File: config.mk
export PLATFORM = sky130hd
export DESIGN_NAME = xpath_token_lexer_core
export DESIGN_NICKNAME = d
export VERILOG_FILES = /design/src/rtl/xtl_pkg.sv /design/src/rtl/xpath_token_lexer_core.sv /design/src/rtl/xtl_front.sv /design/src/rtl/xtl_tokq.sv
export SDC_FILE = /design/constraint.sdc
export NUM_CORES = 1
export LEC_CHECK = 0
export BUFFER_PORTS_ARGS = -buffer_cell sky130_fd_sc_hd__clkbuf_2
export CAP_MARGIN = 5
export CORE_AREA = 3 3 172 174
export DETAILED_ROUTE_END_ITERATION = 7
export DIE_AREA = 0 0 175 177
export PLACE_DENSITY = 0.69
export SLEW_MARGIN = 30
export SYNTH_ARGS = -nofsm -noshare
export SYNTH_HDL_FRONTEND = slang
export SYNTH_SLANG_ARGS = --single-unit
File: constraint.sdc
create_clock -name clk_i -period 6.2 [get_ports clk_i]
set_input_delay 0.31 -clock clk_i [delete_from_list [all_inputs] [get_ports clk_i]]
set_output_delay 0.31 -clock clk_i [all_outputs]
set_load 0.005 [all_outputs]
File: src/rtl/xtl_pkg.sv
`default_nettype none

package xtl_pkg;

  // Result field widths
  localparam int POS_W  = 16;
  localparam int KIND_W = 5;

  // Token queue geometry
  localparam int TQ_DEPTH = 4;
  localparam int TQ_AW    = $clog2(TQ_DEPTH);

  typedef enum logic [4:0] {
    MODE_IDLE,
    MODE_GT,
    MODE_LT,
    MODE_BANG,
    MODE_SLASH,
    MODE_DOT,
    MODE_COLON,
    MODE_DOLLAR,
    MODE_VAR,
    MODE_VARCOLON,
    MODE_VARQ,
    MODE_INT,
    MODE_FRAC,
    MODE_NAME,
    MODE_NAMECOLON,
    MODE_NAMEQ,
    MODE_QUOTE,
    MODE_DROP
  } lex_mode_e;

  typedef enum logic [4:0] {
    KIND_EOF    = 5'd0,
    KIND_ERR    = 5'd1,
    KIND_EQ     = 5'd2,
    KIND_NE     = 5'd3,
    KIND_LT     = 5'd4,
    KIND_GT     = 5'd5,
    KIND_LE     = 5'd6,
    KIND_GE     = 5'd7,
    KIND_PLUS   = 5'd8,
    KIND_MINUS  = 5'd9,
    KIND_MUL    = 5'd10,
    KIND_UNION  = 5'd11,
    KIND_VAR    = 5'd12,
    KIND_LPAR   = 5'd13,
    KIND_RPAR   = 5'd14,
    KIND_SLASH  = 5'd15,
    KIND_DSLASH = 5'd16,
    KIND_LSQ    = 5'd17,
    KIND_RSQ    = 5'd18,
    KIND_COMMA  = 5'd19,
    KIND_DOT    = 5'd20,
    KIND_DDOT   = 5'd21,
    KIND_NUM    = 5'd22,
    KIND_AT     = 5'd23,
    KIND_QUOTED = 5'd24,
    KIND_DCOLON = 5'd25,
    KIND_NAME   = 5'd26
  } token_kind_e;

  typedef struct packed {
    logic [KIND_W-1:0] kind;
    logic [POS_W-1:0]  pos;
    logic [POS_W-1:0]  cbeg;
    logic [POS_W-1:0]  cend;
    logic              last;
  } token_t;

  // Tokens produced by one accepted byte: cnt of 0, 1 or 2, t0 first
  typedef struct packed {
    logic [1:0] cnt;
    token_t     t0;
    token_t     t1;
  } push_t;

endpackage

`default_nettype wire

File: src/rtl/xpath_token_lexer_core.sv
// Channel   Handshake             Payload
// input     push / full           ch_i
// result    pop / empty           token_kind_o, token_pos_o, content_begin_o,
//                                 content_end_o, last_o
//
// One byte is taken per cycle while full is low; the lexer closes its tokens in the same cycle.
// A byte yields 0 to 2 tokens into a 4-entry token queue; results leave one per cycle while popped.
// full rises while fewer than two queue slots are free, so bytes that each
// cause two tokens are held back until the result port drains the queue.
// Reset clears lexer state and the queue; there is no clearing pass.
`default_nettype none

module xpath_token_lexer_core #(
  parameter int OFFSET_BITS = 16
) (
  input  wire logic        clk_i,
  input  wire logic        rst_ni,
  input  wire logic        push,
  output logic             full,
  input  wire logic [7:0]  ch_i,
  output logic             empty,
  input  wire logic        pop,
  output logic [4:0]       token_kind_o,
  output logic [15:0]      token_pos_o,
  output logic [15:0]      content_begin_o,
  output logic [15:0]      content_end_o,
  output logic             last_o
);

  xtl_pkg::push_t  push_beat;
  xtl_pkg::token_t head;
  logic            accept;

  assign accept = push && !full;

  xtl_front #(
    .OFFSET_BITS (OFFSET_BITS)
  ) u_front (
    .clk_i    (clk_i),
    .rst_ni   (rst_ni),
    .ch_i     (ch_i),
    .accept_i (accept),
    .push_o   (push_beat)
  );

  xtl_tokq u_tokq (
    .clk_i   (clk_i),
    .rst_ni  (rst_ni),
    .push_i  (push_beat),
    .pop_i   (pop),
    .full_o  (full),
    .empty_o (empty),
    .head_o  (head)
  );

  assign token_kind_o    = head.kind;
  assign token_pos_o     = head.pos;
  assign content_begin_o = head.cbeg;
  assign content_end_o   = head.cend;
  assign last_o          = head.last;

endmodule

`default_nettype wire

File: src/rtl/xtl_front.sv
`default_nettype none

module xtl_front #(
  parameter int OFFSET_BITS = 16
) (
  input  wire logic          clk_i,
  input  wire logic          rst_ni,
  input  wire logic [7:0]    ch_i,
  input  wire logic          accept_i,
  output xtl_pkg::push_t     push_o
);

  localparam logic [OFFSET_BITS-1:0] OffTop = '1;
  localparam logic [OFFSET_BITS-1:0] OffOne = {{(OFFSET_BITS-1){1'b0}}, 1'b1};

  localparam logic [7:0] ChNul    = 8'h00;
  localparam logic [7:0] ChTab    = 8'h09;
  localparam logic [7:0] ChLf     = 8'h0A;
  localparam logic [7:0] ChCr     = 8'h0D;
  localparam logic [7:0] ChSpace  = 8'h20;
  localparam logic [7:0] ChBang   = 8'h21;
  localparam logic [7:0] ChDquote = 8'h22;
  localparam logic [7:0] ChDollar = 8'h24;
  localparam logic [7:0] ChSquote = 8'h27;
  localparam logic [7:0] ChLpar   = 8'h28;
  localparam logic [7:0] ChRpar   = 8'h29;
  localparam logic [7:0] ChStar   = 8'h2A;
  localparam logic [7:0] ChPlus   = 8'h2B;
  localparam logic [7:0] ChComma  = 8'h2C;
  localparam logic [7:0] ChMinus  = 8'h2D;
  localparam logic [7:0] ChDot    = 8'h2E;
  localparam logic [7:0] ChSlash  = 8'h2F;
  localparam logic [7:0] ChColon  = 8'h3A;
  localparam logic [7:0] ChLt     = 8'h3C;
  localparam logic [7:0] ChEq     = 8'h3D;
  localparam logic [7:0] ChGt     = 8'h3E;
  localparam logic [7:0] ChAt     = 8'h40;
  localparam logic [7:0] ChLsq    = 8'h5B;
  localparam logic [7:0] ChRsq    = 8'h5D;
  localparam logic [7:0] ChUscore = 8'h5F;
  localparam logic [7:0] ChBar    = 8'h7C;

  function automatic xtl_pkg::token_t mk_tok(
    input logic [xtl_pkg::KIND_W-1:0] kind,
    input logic [OFFSET_BITS-1:0]     pos,
    input logic [OFFSET_BITS-1:0]     cb,
    input logic [OFFSET_BITS-1:0]     ce
  );
    xtl_pkg::token_t t;
    t.kind = kind;
    t.pos  = xtl_pkg::POS_W'(pos);
    t.cbeg = xtl_pkg::POS_W'(cb);
    t.cend = xtl_pkg::POS_W'(ce);
    t.last = 1'b0;
    return t;
  endfunction

  function automatic logic [OFFSET_BITS-1:0] sat_inc(input logic [OFFSET_BITS-1:0] v);
    return (v == OffTop) ? v : v + OffOne;
  endfunction

  xtl_pkg::lex_mode_e       mode_q, mode_d;
  logic                     qsingle_q, qsingle_d;
  logic [OFFSET_BITS-1:0]   off_q, off_d;
  logic [OFFSET_BITS-1:0]   start_q, start_d;
  logic [OFFSET_BITS-1:0]   span_q, span_d;
  logic [OFFSET_BITS-1:0]   colon_q, colon_d;

  // Character classes of the current byte
  logic is_dig, is_ss, is_sy, is_nul, is_qend;
  xtl_pkg::lex_mode_e fail_mode;

  assign is_dig  = (ch_i >= 8'h30) && (ch_i <= 8'h39);
  assign is_ss   = ((ch_i >= 8'h61) && (ch_i <= 8'h7A)) || ((ch_i >= 8'h41) && (ch_i <= 8'h5A))
                   || (ch_i == ChUscore) || ch_i[7];
  assign is_sy   = is_ss || is_dig || (ch_i == ChMinus) || (ch_i == ChDot);
  assign is_nul  = (ch_i == ChNul);
  assign is_qend = (ch_i == (qsingle_q ? ChSquote : ChDquote));
  assign fail_mode = is_nul ? xtl_pkg::MODE_IDLE : xtl_pkg::MODE_DROP;

  // Tokens: a is the token the byte closes, b a colon follow-up, c what the byte starts
  logic            av, bv, cv, do_begin, qend;
  xtl_pkg::token_t a_tok, b_tok, c_tok;
  logic [OFFSET_BITS-1:0] p;

  assign p = off_q;

  // Close or extend the pending token
  always_comb begin
    av        = 1'b0;
    bv        = 1'b0;
    cv        = 1'b0;
    a_tok     = '0;
    b_tok     = '0;
    c_tok     = '0;
    do_begin  = 1'b0;
    qend      = 1'b0;
    mode_d    = mode_q;
    start_d   = start_q;
    span_d    = span_q;
    colon_d   = colon_q;
    qsingle_d = qsingle_q;

    case (mode_q)
      xtl_pkg::MODE_GT, xtl_pkg::MODE_LT: begin
        av = 1'b1;
        if (ch_i == ChEq) begin
          a_tok  = mk_tok((mode_q == xtl_pkg::MODE_GT) ? xtl_pkg::KIND_GE : xtl_pkg::KIND_LE,
                          start_q, '0, '0);
          mode_d = xtl_pkg::MODE_IDLE;
        end else begin
          a_tok    = mk_tok((mode_q == xtl_pkg::MODE_GT) ? xtl_pkg::KIND_GT : xtl_pkg::KIND_LT,
                            start_q, '0, '0);
          do_begin = 1'b1;
        end
      end
      xtl_pkg::MODE_SLASH: begin
        av = 1'b1;
        if (ch_i == ChSlash) begin
          a_tok  = mk_tok(xtl_pkg::KIND_DSLASH, start_q, '0, '0);
          mode_d = xtl_pkg::MODE_IDLE;
        end else begin
          a_tok    = mk_tok(xtl_pkg::KIND_SLASH, start_q, '0, '0);
          do_begin = 1'b1;
        end
      end
      xtl_pkg::MODE_BANG: begin
        av = 1'b1;
        if (ch_i == ChEq) begin
          a_tok  = mk_tok(xtl_pkg::KIND_NE, start_q, '0, '0);
          mode_d = xtl_pkg::MODE_IDLE;
        end else begin
          a_tok  = mk_tok(xtl_pkg::KIND_ERR, start_q, '0, '0);
          mode_d = fail_mode;
          qend   = is_nul;
        end
      end
      xtl_pkg::MODE_COLON: begin
        av = 1'b1;
        if (ch_i == ChColon) begin
          a_tok  = mk_tok(xtl_pkg::KIND_DCOLON, start_q, '0, '0);
          mode_d = xtl_pkg::MODE_IDLE;
        end else begin
          a_tok  = mk_tok(xtl_pkg::KIND_ERR, start_q, '0, '0);
          mode_d = fail_mode;
          qend   = is_nul;
        end
      end
      xtl_pkg::MODE_DOT: begin
        if (ch_i == ChDot) begin
          av     = 1'b1;
          a_tok  = mk_tok(xtl_pkg::KIND_DDOT, start_q, '0, '0);
          mode_d = xtl_pkg::MODE_IDLE;
        end else if (is_dig) begin
          span_d = start_q;
          mode_d = xtl_pkg::MODE_FRAC;
        end else begin
          av       = 1'b1;
          a_tok    = mk_tok(xtl_pkg::KIND_DOT, start_q, '0, '0);
          do_begin = 1'b1;
        end
      end
      xtl_pkg::MODE_DOLLAR: begin
        if (is_ss) begin
          span_d = p;
          mode_d = xtl_pkg::MODE_VAR;
        end else begin
          av     = 1'b1;
          a_tok  = mk_tok(xtl_pkg::KIND_ERR, start_q, '0, '0);
          mode_d = fail_mode;
          qend   = is_nul;
        end
      end
      xtl_pkg::MODE_VAR, xtl_pkg::MODE_NAME: begin
        if (is_sy) begin
          mode_d = mode_q;
        end else if (ch_i == ChColon) begin
          colon_d = p;
          mode_d  = (mode_q == xtl_pkg::MODE_VAR) ? xtl_pkg::MODE_VARCOLON
                                                  : xtl_pkg::MODE_NAMECOLON;
        end else begin
          av       = 1'b1;
          a_tok    = (mode_q == xtl_pkg::MODE_VAR)
                     ? mk_tok(xtl_pkg::KIND_VAR, start_q, span_q, p)
                     : mk_tok(xtl_pkg::KIND_NAME, span_q, span_q, p);
          do_begin = 1'b1;
        end
      end
      xtl_pkg::MODE_VARCOLON, xtl_pkg::MODE_NAMECOLON: begin
        if ((mode_q == xtl_pkg::MODE_NAMECOLON) && (ch_i == ChStar)) begin
          av     = 1'b1;
          a_tok  = mk_tok(xtl_pkg::KIND_NAME, span_q, span_q, sat_inc(p));
          mode_d = xtl_pkg::MODE_IDLE;
        end else if (is_sy) begin
          mode_d = (mode_q == xtl_pkg::MODE_VARCOLON) ? xtl_pkg::MODE_VARQ
                                                      : xtl_pkg::MODE_NAMEQ;
        end else begin
          // Close the name at the colon, then the colon needs a second colon
          av    = 1'b1;
          a_tok = (mode_q == xtl_pkg::MODE_VARCOLON)
                  ? mk_tok(xtl_pkg::KIND_VAR, start_q, span_q, colon_q)
                  : mk_tok(xtl_pkg::KIND_NAME, span_q, span_q, colon_q);
          bv    = 1'b1;
          if (ch_i == ChColon) begin
            b_tok  = mk_tok(xtl_pkg::KIND_DCOLON, colon_q, '0, '0);
            mode_d = xtl_pkg::MODE_IDLE;
          end else begin
            b_tok  = mk_tok(xtl_pkg::KIND_ERR, colon_q, '0, '0);
            mode_d = fail_mode;
            qend   = is_nul;
          end
        end
      end
      xtl_pkg::MODE_VARQ, xtl_pkg::MODE_NAMEQ: begin
        if (!is_sy) begin
          av       = 1'b1;
          a_tok    = (mode_q == xtl_pkg::MODE_VARQ)
                     ? mk_tok(xtl_pkg::KIND_VAR, start_q, span_q, p)
                     : mk_tok(xtl_pkg::KIND_NAME, span_q, span_q, p);
          do_begin = 1'b1;
        end
      end
      xtl_pkg::MODE_INT, xtl_pkg::MODE_FRAC: begin
        if (is_dig) begin
          mode_d = mode_q;
        end else if ((mode_q == xtl_pkg::MODE_INT) && (ch_i == ChDot)) begin
          mode_d = xtl_pkg::MODE_FRAC;
        end else begin
          av       = 1'b1;
          a_tok    = mk_tok(xtl_pkg::KIND_NUM, span_q, span_q, p);
          do_begin = 1'b1;
        end
      end
      xtl_pkg::MODE_QUOTE: begin
        if (is_qend) begin
          av     = 1'b1;
          a_tok  = mk_tok(xtl_pkg::KIND_QUOTED, start_q, span_q, p);
          mode_d = xtl_pkg::MODE_IDLE;
        end else if (is_nul) begin
          av     = 1'b1;
          a_tok  = mk_tok(xtl_pkg::KIND_ERR, start_q, '0, '0);
          mode_d = xtl_pkg::MODE_IDLE;
          qend   = 1'b1;
        end
      end
      xtl_pkg::MODE_DROP: begin
        if (is_nul) begin
          mode_d = xtl_pkg::MODE_IDLE;
          qend   = 1'b1;
        end
      end
      default: begin
        do_begin = 1'b1;
      end
    endcase

    // Start a new token on this byte
    if (do_begin) begin
      mode_d  = xtl_pkg::MODE_IDLE;
      start_d = p;
      case (ch_i)
        ChNul: begin
          cv    = 1'b1;
          c_tok = mk_tok(xtl_pkg::KIND_EOF, p, '0, '0);
          qend  = 1'b1;
        end
        ChSpace, ChTab, ChLf, ChCr: begin
          mode_d = xtl_pkg::MODE_IDLE;
        end
        ChGt:     mode_d = xtl_pkg::MODE_GT;
        ChLt:     mode_d = xtl_pkg::MODE_LT;
        ChBang:   mode_d = xtl_pkg::MODE_BANG;
        ChSlash:  mode_d = xtl_pkg::MODE_SLASH;
        ChDot:    mode_d = xtl_pkg::MODE_DOT;
        ChColon:  mode_d = xtl_pkg::MODE_COLON;
        ChDollar: mode_d = xtl_pkg::MODE_DOLLAR;
        ChEq:     begin cv = 1'b1; c_tok = mk_tok(xtl_pkg::KIND_EQ, p, '0, '0); end
        ChPlus:   begin cv = 1'b1; c_tok = mk_tok(xtl_pkg::KIND_PLUS, p, '0, '0); end
        ChMinus:  begin cv = 1'b1; c_tok = mk_tok(xtl_pkg::KIND_MINUS, p, '0, '0); end
        ChStar:   begin cv = 1'b1; c_tok = mk_tok(xtl_pkg::KIND_MUL, p, '0, '0); end
        ChBar:    begin cv = 1'b1; c_tok = mk_tok(xtl_pkg::KIND_UNION, p, '0, '0); end
        ChLpar:   begin cv = 1'b1; c_tok = mk_tok(xtl_pkg::KIND_LPAR, p, '0, '0); end
        ChRpar:   begin cv = 1'b1; c_tok = mk_tok(xtl_pkg::KIND_RPAR, p, '0, '0); end
        ChLsq:    begin cv = 1'b1; c_tok = mk_tok(xtl_pkg::KIND_LSQ, p, '0, '0); end
        ChRsq:    begin cv = 1'b1; c_tok = mk_tok(xtl_pkg::KIND_RSQ, p, '0, '0); end
        ChComma:  begin cv = 1'b1; c_tok = mk_tok(xtl_pkg::KIND_COMMA, p, '0, '0); end
        ChAt:     begin cv = 1'b1; c_tok = mk_tok(xtl_pkg::KIND_AT, p, '0, '0); end
        ChDquote, ChSquote: begin
          qsingle_d = (ch_i == ChSquote);
          span_d    = sat_inc(p);
          mode_d    = xtl_pkg::MODE_QUOTE;
        end
        default: begin
          if (is_dig) begin
            span_d = p;
            mode_d = xtl_pkg::MODE_INT;
          end else if (is_ss) begin
            span_d = p;
            mode_d = xtl_pkg::MODE_NAME;
          end else begin
            cv     = 1'b1;
            c_tok  = mk_tok(xtl_pkg::KIND_ERR, p, '0, '0);
            mode_d = xtl_pkg::MODE_DROP;
          end
        end
      endcase
    end

    off_d = qend ? '0 : sat_inc(p);
  end

  // Pack the beat for the token queue; only an accepted byte pushes
  logic [1:0] cnt;
  assign cnt = {1'b0, av} + {1'b0, bv} + {1'b0, cv};

  always_comb begin
    push_o.cnt     = accept_i ? cnt : 2'd0;
    push_o.t0      = av ? a_tok : c_tok;
    push_o.t1      = bv ? b_tok : c_tok;
    push_o.t0.last = (cnt == 2'd1);
    push_o.t1.last = 1'b1;
  end

  // Advance lexer state on each accepted byte
  always_ff @(posedge clk_i or negedge rst_ni) begin
    if (!rst_ni) begin
      mode_q    <= xtl_pkg::MODE_IDLE;
      qsingle_q <= 1'b0;
      off_q     <= '0;
      start_q   <= '0;
      span_q    <= '0;
      colon_q   <= '0;
    end else if (accept_i) begin
      mode_q    <= mode_d;
      qsingle_q <= qsingle_d;
      off_q     <= off_d;
      start_q   <= start_d;
      span_q    <= span_d;
      colon_q   <= colon_d;
    end
  end

endmodule

`default_nettype wire

File: src/rtl/xtl_tokq.sv
`default_nettype none

module xtl_tokq (
  input  wire logic            clk_i,
  input  wire logic            rst_ni,
  input  wire xtl_pkg::push_t  push_i,
  input  wire logic            pop_i,
  output logic                 full_o,
  output logic                 empty_o,
  output xtl_pkg::token_t      head_o
);

  localparam logic [xtl_pkg::TQ_AW-1:0] PtrOne = {{(xtl_pkg::TQ_AW-1){1'b0}}, 1'b1};

  xtl_pkg::token_t             mem_q [xtl_pkg::TQ_DEPTH];
  logic [xtl_pkg::TQ_AW-1:0]   wp_q, wp_d, rp_q, rp_d;
  logic [xtl_pkg::TQ_AW:0]     count_q, count_d;
  logic                        pop;

  assign pop     = pop_i && (count_q != '0);
  assign empty_o = (count_q == '0);
  // Leave room for the two tokens one byte may produce
  assign full_o  = (count_q > (xtl_pkg::TQ_AW + 1)'(xtl_pkg::TQ_DEPTH - 2));
  assign head_o  = mem_q[rp_q];

  // Move pointers and fill level
  always_comb begin
    wp_d    = wp_q + xtl_pkg::TQ_AW'(push_i.cnt);
    rp_d    = pop ? rp_q + PtrOne : rp_q;
    count_d = count_q + (xtl_pkg::TQ_AW + 1)'(push_i.cnt)
              - (xtl_pkg::TQ_AW + 1)'(pop);
  end

  always_ff @(posedge clk_i or negedge rst_ni) begin
    if (!rst_ni) begin
      wp_q    <= '0;
      rp_q    <= '0;
      count_q <= '0;
    end else begin
      wp_q    <= wp_d;
      rp_q    <= rp_d;
      count_q <= count_d;
    end
  end

  // Store up to two tokens per cycle
  always_ff @(posedge clk_i) begin
    if (push_i.cnt != 2'd0) begin
      mem_q[wp_q] <= push_i.t0;
    end
    if (push_i.cnt == 2'd2) begin
      mem_q[wp_q + PtrOne] <= push_i.t1;
    end
  end

endmodule

`default_nettype wire

==> summary.md <==
| Metric | Value |
|---|---|
| Register-to-register setup slack | approximately 1 ns |
| Initial core utilization | a little over half |
| Synthesized instance count | between 1000 and 1500 |
| Violated checks | design-rule violations |
| Overall Power | between 6000 and 7000 uW |
| Kind of critical path | reg2reg |
| Clock transition time at the flip-flop clock pins of the worst setup and hold paths | roughly 0.06 ns |
| Min-delay worst type | in2async |
| Total number of placement rows | 61 |
| Post-route fraction of the period consumed by the critical path | a little over four fifths |
| Drt initial violations | between 1500 and 2000 |
| Top-Level Pins | 68 |
| Nature of the critical path startpoint | flip-flop |
| Switching Power | 2460 uW |
| Share of the yosys chip area belonging to registers | 48.6% |
| Vias per Instance | between 6 and 7 |
| Total global routing overflow | 0 |
| HPWL after detailed placement | 29200 um |
| RSZ-0062 raised after global routing | false |
| Number of nets in the synthesized netlist | 1338 |
| Relative slew margins | around a quarter |
| Unique cell type count in the Yosys netlist | 83 |
| Final RePlAce weighted congestion | between 0.9 and 1 |
| Global-route wire length before repair | 68500 um |
| Number of enable-type register cells in the synthesized netlist | 84 |
| Overall die area | 31000 um^2 |
| Fillcell total | approximately 2300 |
| Number of hold-repair buffers added at the cts stage | 1 |
| Post-Route Setup TNS | 0 ns |
| Crit path DAT | 5.46 ns |
| Setup Skew | between 0.01 and 0.015 ns |
| Type of element capturing the critical path | flip-flop |
| Final nets | ~1400 |
| Number of CTS-inserted buffers | 30 |
| Largest net degree at the start of global routing | 70 |
| Post_cts resized | 0 |
| Antenna violations before repair | 0 |
| Portion of total power attributed to combinational logic | between 30 and 40% |
| Outcome | finished with violations |
| PortBufs | 67 |
| Longest Clk Path Bufs | 3 |
| Internal power component | 4220 uW |
| Max Freq | 0.191 GHz |
| Netlist area before placement | between 10000 and 15000 um^2 |
| Die Y | ~180 um |
| Core ar. | 27900 um^2 |
| Start of the worst register-to-register path | u_front.mode_q[1]$_DFFE_PN0P_ |
| Number of hold-slack violations in the final timing report | 0 |
| Antenna diode count | 0 |
| Finish-stage setup viols | 0 |
| Worst R2R Path Depth | 14 |
| Power density cells | a little over 400 nW/um^2 |
| Worst Max-Slew Pin Slew | 1.10 ns |
| Proportion of layout cells with a drive suffix above 1 | 20.7% |
| Post-route ant nets | 0 |
| Relative contribution of the clock network to total power | 29.6% |
| TritonCTS sink count | 293 |
| Master cell of the clock root buffer | clkbuf_16 |
| Area grow syn2layout | 12.3% |
| Detailed-route wire length per cell | ~25 um |
| Total routing resource utilization after global routing | between 20 and 30% |
| Clock tree from TritonCTS | yes |
| Via count | around 12000 |
| Ys async rst share | roughly a quarter |
| Max Cap Viol | 0 |
| H-Tree Level Count | 1 |
| Length of the first detailed-routing pass in iterations | 8 |
| Sequential group share of total power | between 30% and 40% |
| Post CTS Setup Buffer Count | 0 |
| Via count of the first global-routing pass | around 12000 |
| Synthesis-stage register bit count | roughly 290 |
| Required @ worst endpoint | ~6.4 ns |
| Horizontal die dimension | 175 um |
| Fin. max-slew vios | 0 |
| Largest fanout on the critical path | 22 |
| Final Critical Period | 5.23 ns |
| Clock latency on the worst-skew pair | about 0.56 ns |
| FF-to-FF End | u_tokq.mem_q[1][35]$_DFFE_PP_ |
| Worst vdd ir | 0.208 mV |
| Leak | approximately 0.006 uW |
| Sum of routed wire length over all layers | about 44000 um |
| DRC violations left | 6 |
| Net Sw Frac | between 30% and 40% |
| Synthesis warning total | 0 |
| Average instance area after synthesis | ~11 um^2 |
| Commonest register cell after synthesis | dfxtp_1 |
## worst max path at each step
stage / start / end / slack (ns) / cells after the start
final: u_front.mode_q[1]$_DFFE_PN0P_ / u_tokq.mem_q[1][35]$_DFFE_PP_ / 0.97 / 14
after CTS: u_front.mode_q[3]$_DFFE_PN0P_ / u_tokq.mem_q[1][33]$_DFFE_PP_ / 1.05 / 14
after detailed placement: ch_i[2] / u_tokq.mem_q[0][50]$_DFFE_PP_ / 0.79 / 14
after floorplan: ch_i[0] / u_tokq.mem_q[0][33]$_DFFE_PP_ / 1.42 / 15
after global placement: ch_i[2] / u_tokq.mem_q[1][39]$_DFFE_PP_ / 1.03 / 15
after global routing: u_front.mode_q[1]$_DFFE_PN0P_ / u_tokq.mem_q[1][35]$_DFFE_PP_ / 0.60 / 14
## flip-flops by register name, summed over array words and instances (netlist names)
| register | count |
|---|---|
| u_front.colon_q | 16 |
| u_front.mode_q | 5 |
| u_front.off_q | 16 |
| u_front.qsingle_q | 1 |
| u_front.span_q | 16 |
| u_front.start_q | 16 |
| u_tokq.count_q | 3 |
| u_tokq.mem_q | 216 |
| u_tokq.rp_q | 2 |
| u_tokq.wp_q | 2 |
## synth_stat cells, types with 5 or more instances
cell         n  area (um^2)
clkbuf_1   108          405
nor2_1      86          323
o211ai_1    13         97.6
a21oi_1     35          175
dfxtp_1    132         2640
mux2_2      34          383
o21ai_0     61          305
or2_2        6         37.5
inv_1       22         82.6
a221oi_1     9         78.8
o22ai_1     77          482
or3_1        5         31.3
mux4_2      54         1220
dfrtp_1     77         1930
nor4_1       5         31.3
nor2b_1      7         43.8
a32o_1      66          661
buf_1       13         48.8
edfxtp_1    84         2520
nand2_1     90          338
o31ai_1      5         37.5
a211o_1      6         52.6
and3_1      13         81.3
nand3_1     27          135
nand2b_1    13         81.3
a222oi_1    23          230
a22o_1      68          596
and2_1       7         43.8
ha_1         5         62.6
a211oi_1     7         52.6
a221o_1     13          130
a22oi_1     14          105
nor3_1      15         75.1
a21boi_0    11         82.6
o2bb2ai_1    9         78.8
nand4_1      6         37.5
xnor2_1      9         78.8
xor2_1       8         70.1
## worst max-delay path, stage by stage (launching register included)
cell	delay (ns)
dfrtp_1	0.80
nand2_1	0.38
a211oi_1	0.35
o21ai_0	0.32
and3_4	0.32
a211oi_4	0.67
inv_1	0.15
fa_1	0.43
nor2_1	0.12
buf_4	0.19
nand2_1	0.11
nor3_1	0.47
nor2_2	0.07
inv_1	0.16
buf_4	0.33
## cell usage in the layout (no fill, tap or decap), drive strengths merged, types with 5 or more instances in the layout
cell	netlist	final
nor2b	7	7
or3	6	6
nor2	86	86
and2	8	8
o21ai	64	64
a211o	6	6
and3	14	14
a22oi	14	14
ha	5	5
or2	6	6
clkbuf	108	111
mux4	54	54
nand4	6	6
o22ai	77	77
inv	22	24
a22o	68	68
dfxtp	132	132
a221oi	9	9
a221o	13	13
nand2b	13	13
nor3	15	15
a222oi	23	23
o31ai	5	5
xnor2	9	9
a211oi	8	8
edfxtp	84	84
buf	18	37
dfrtp	77	77
o211ai	13	13
o2bb2ai	9	9
nand3	27	27
a21oi	36	36
nor4	7	7
xor2	8	8
clkinv	0	6
nand2	90	90
a21boi	11	11
mux2	34	34
a32o	66	66
## per-layer routing
| layer | GRT usage (%) | vias to the layer above | wire, um |
|---|---|---|---|
| li1 | - | 5289 | - |
| met1 | 39.1 | 6010 | 18100 |
| met2 | 45.5 | 582 | 20700 |
| met3 | 4.63 | 69 | 3900 |
| met4 | 7.38 | 0 | 1040 |
| met5 | 0 | - | 0 |
## layout make-up
class / count / area, um^2 / area share [%]
multi-input combinational: 878 / 6970 / 42.5
inverter: 22 / 82.6 / 0.504
clock inverter: 13 / 210 / 1.28
clock buffer: 43 / 916 / 5.59
sequential: 293 / 7100 / 43.3
timing repair buffer: 106 / 644 / 3.93
tap: 378 / 473 / 2.89
## stage by stage
step | util [%] | hold WS [ns] | setup slack (ns) | area [um^2] | cells
2_1_floorplan | - | 0.0144 | 1.42 | 14600 | 1319
5_1_grt | 58.7 | 0.126 | 0.599 | 16400 | 1733
4_1_cts | 58.5 | 0.0938 | 1.05 | 16400 | 1727
6_report | 58.7 | 0.118 | 0.971 | 16400 | 1733
3_5_place_dp | 54.5 | 0.153 | 0.786 | 15200 | 1670
3_3_place_gp | 54.4 | 0.154 | 1.03 | 15200 | 1669
## power groups by stage
stage	clock network (uW)	registers (uW)	logic, uW
3_5_place_dp	0	2480	2210
6_report	1980	2440	2260
3_3_place_gp	0	2470	2190
5_1_grt	2080	2480	2420
4_1_cts	2000	2440	2220
2_1_floorplan	0	2310	1610
## logic make-up after synthesis
| group | Yosys count | share of synthesized area, % |
|---|---|---|
| xor+xnor | 17 | 1.02 |
| mux | 90 | 11.1 |
| buf+inv | 148 | 3.98 |
| compound gates | 460 | 24.4 |
| flops | 293 | 48.6 |
| simple gates | 304 | 10.2 |
| fa+ha+maj | 7 | 0.703 |
No activity file was read; power rests on OpenSTA's default activity.
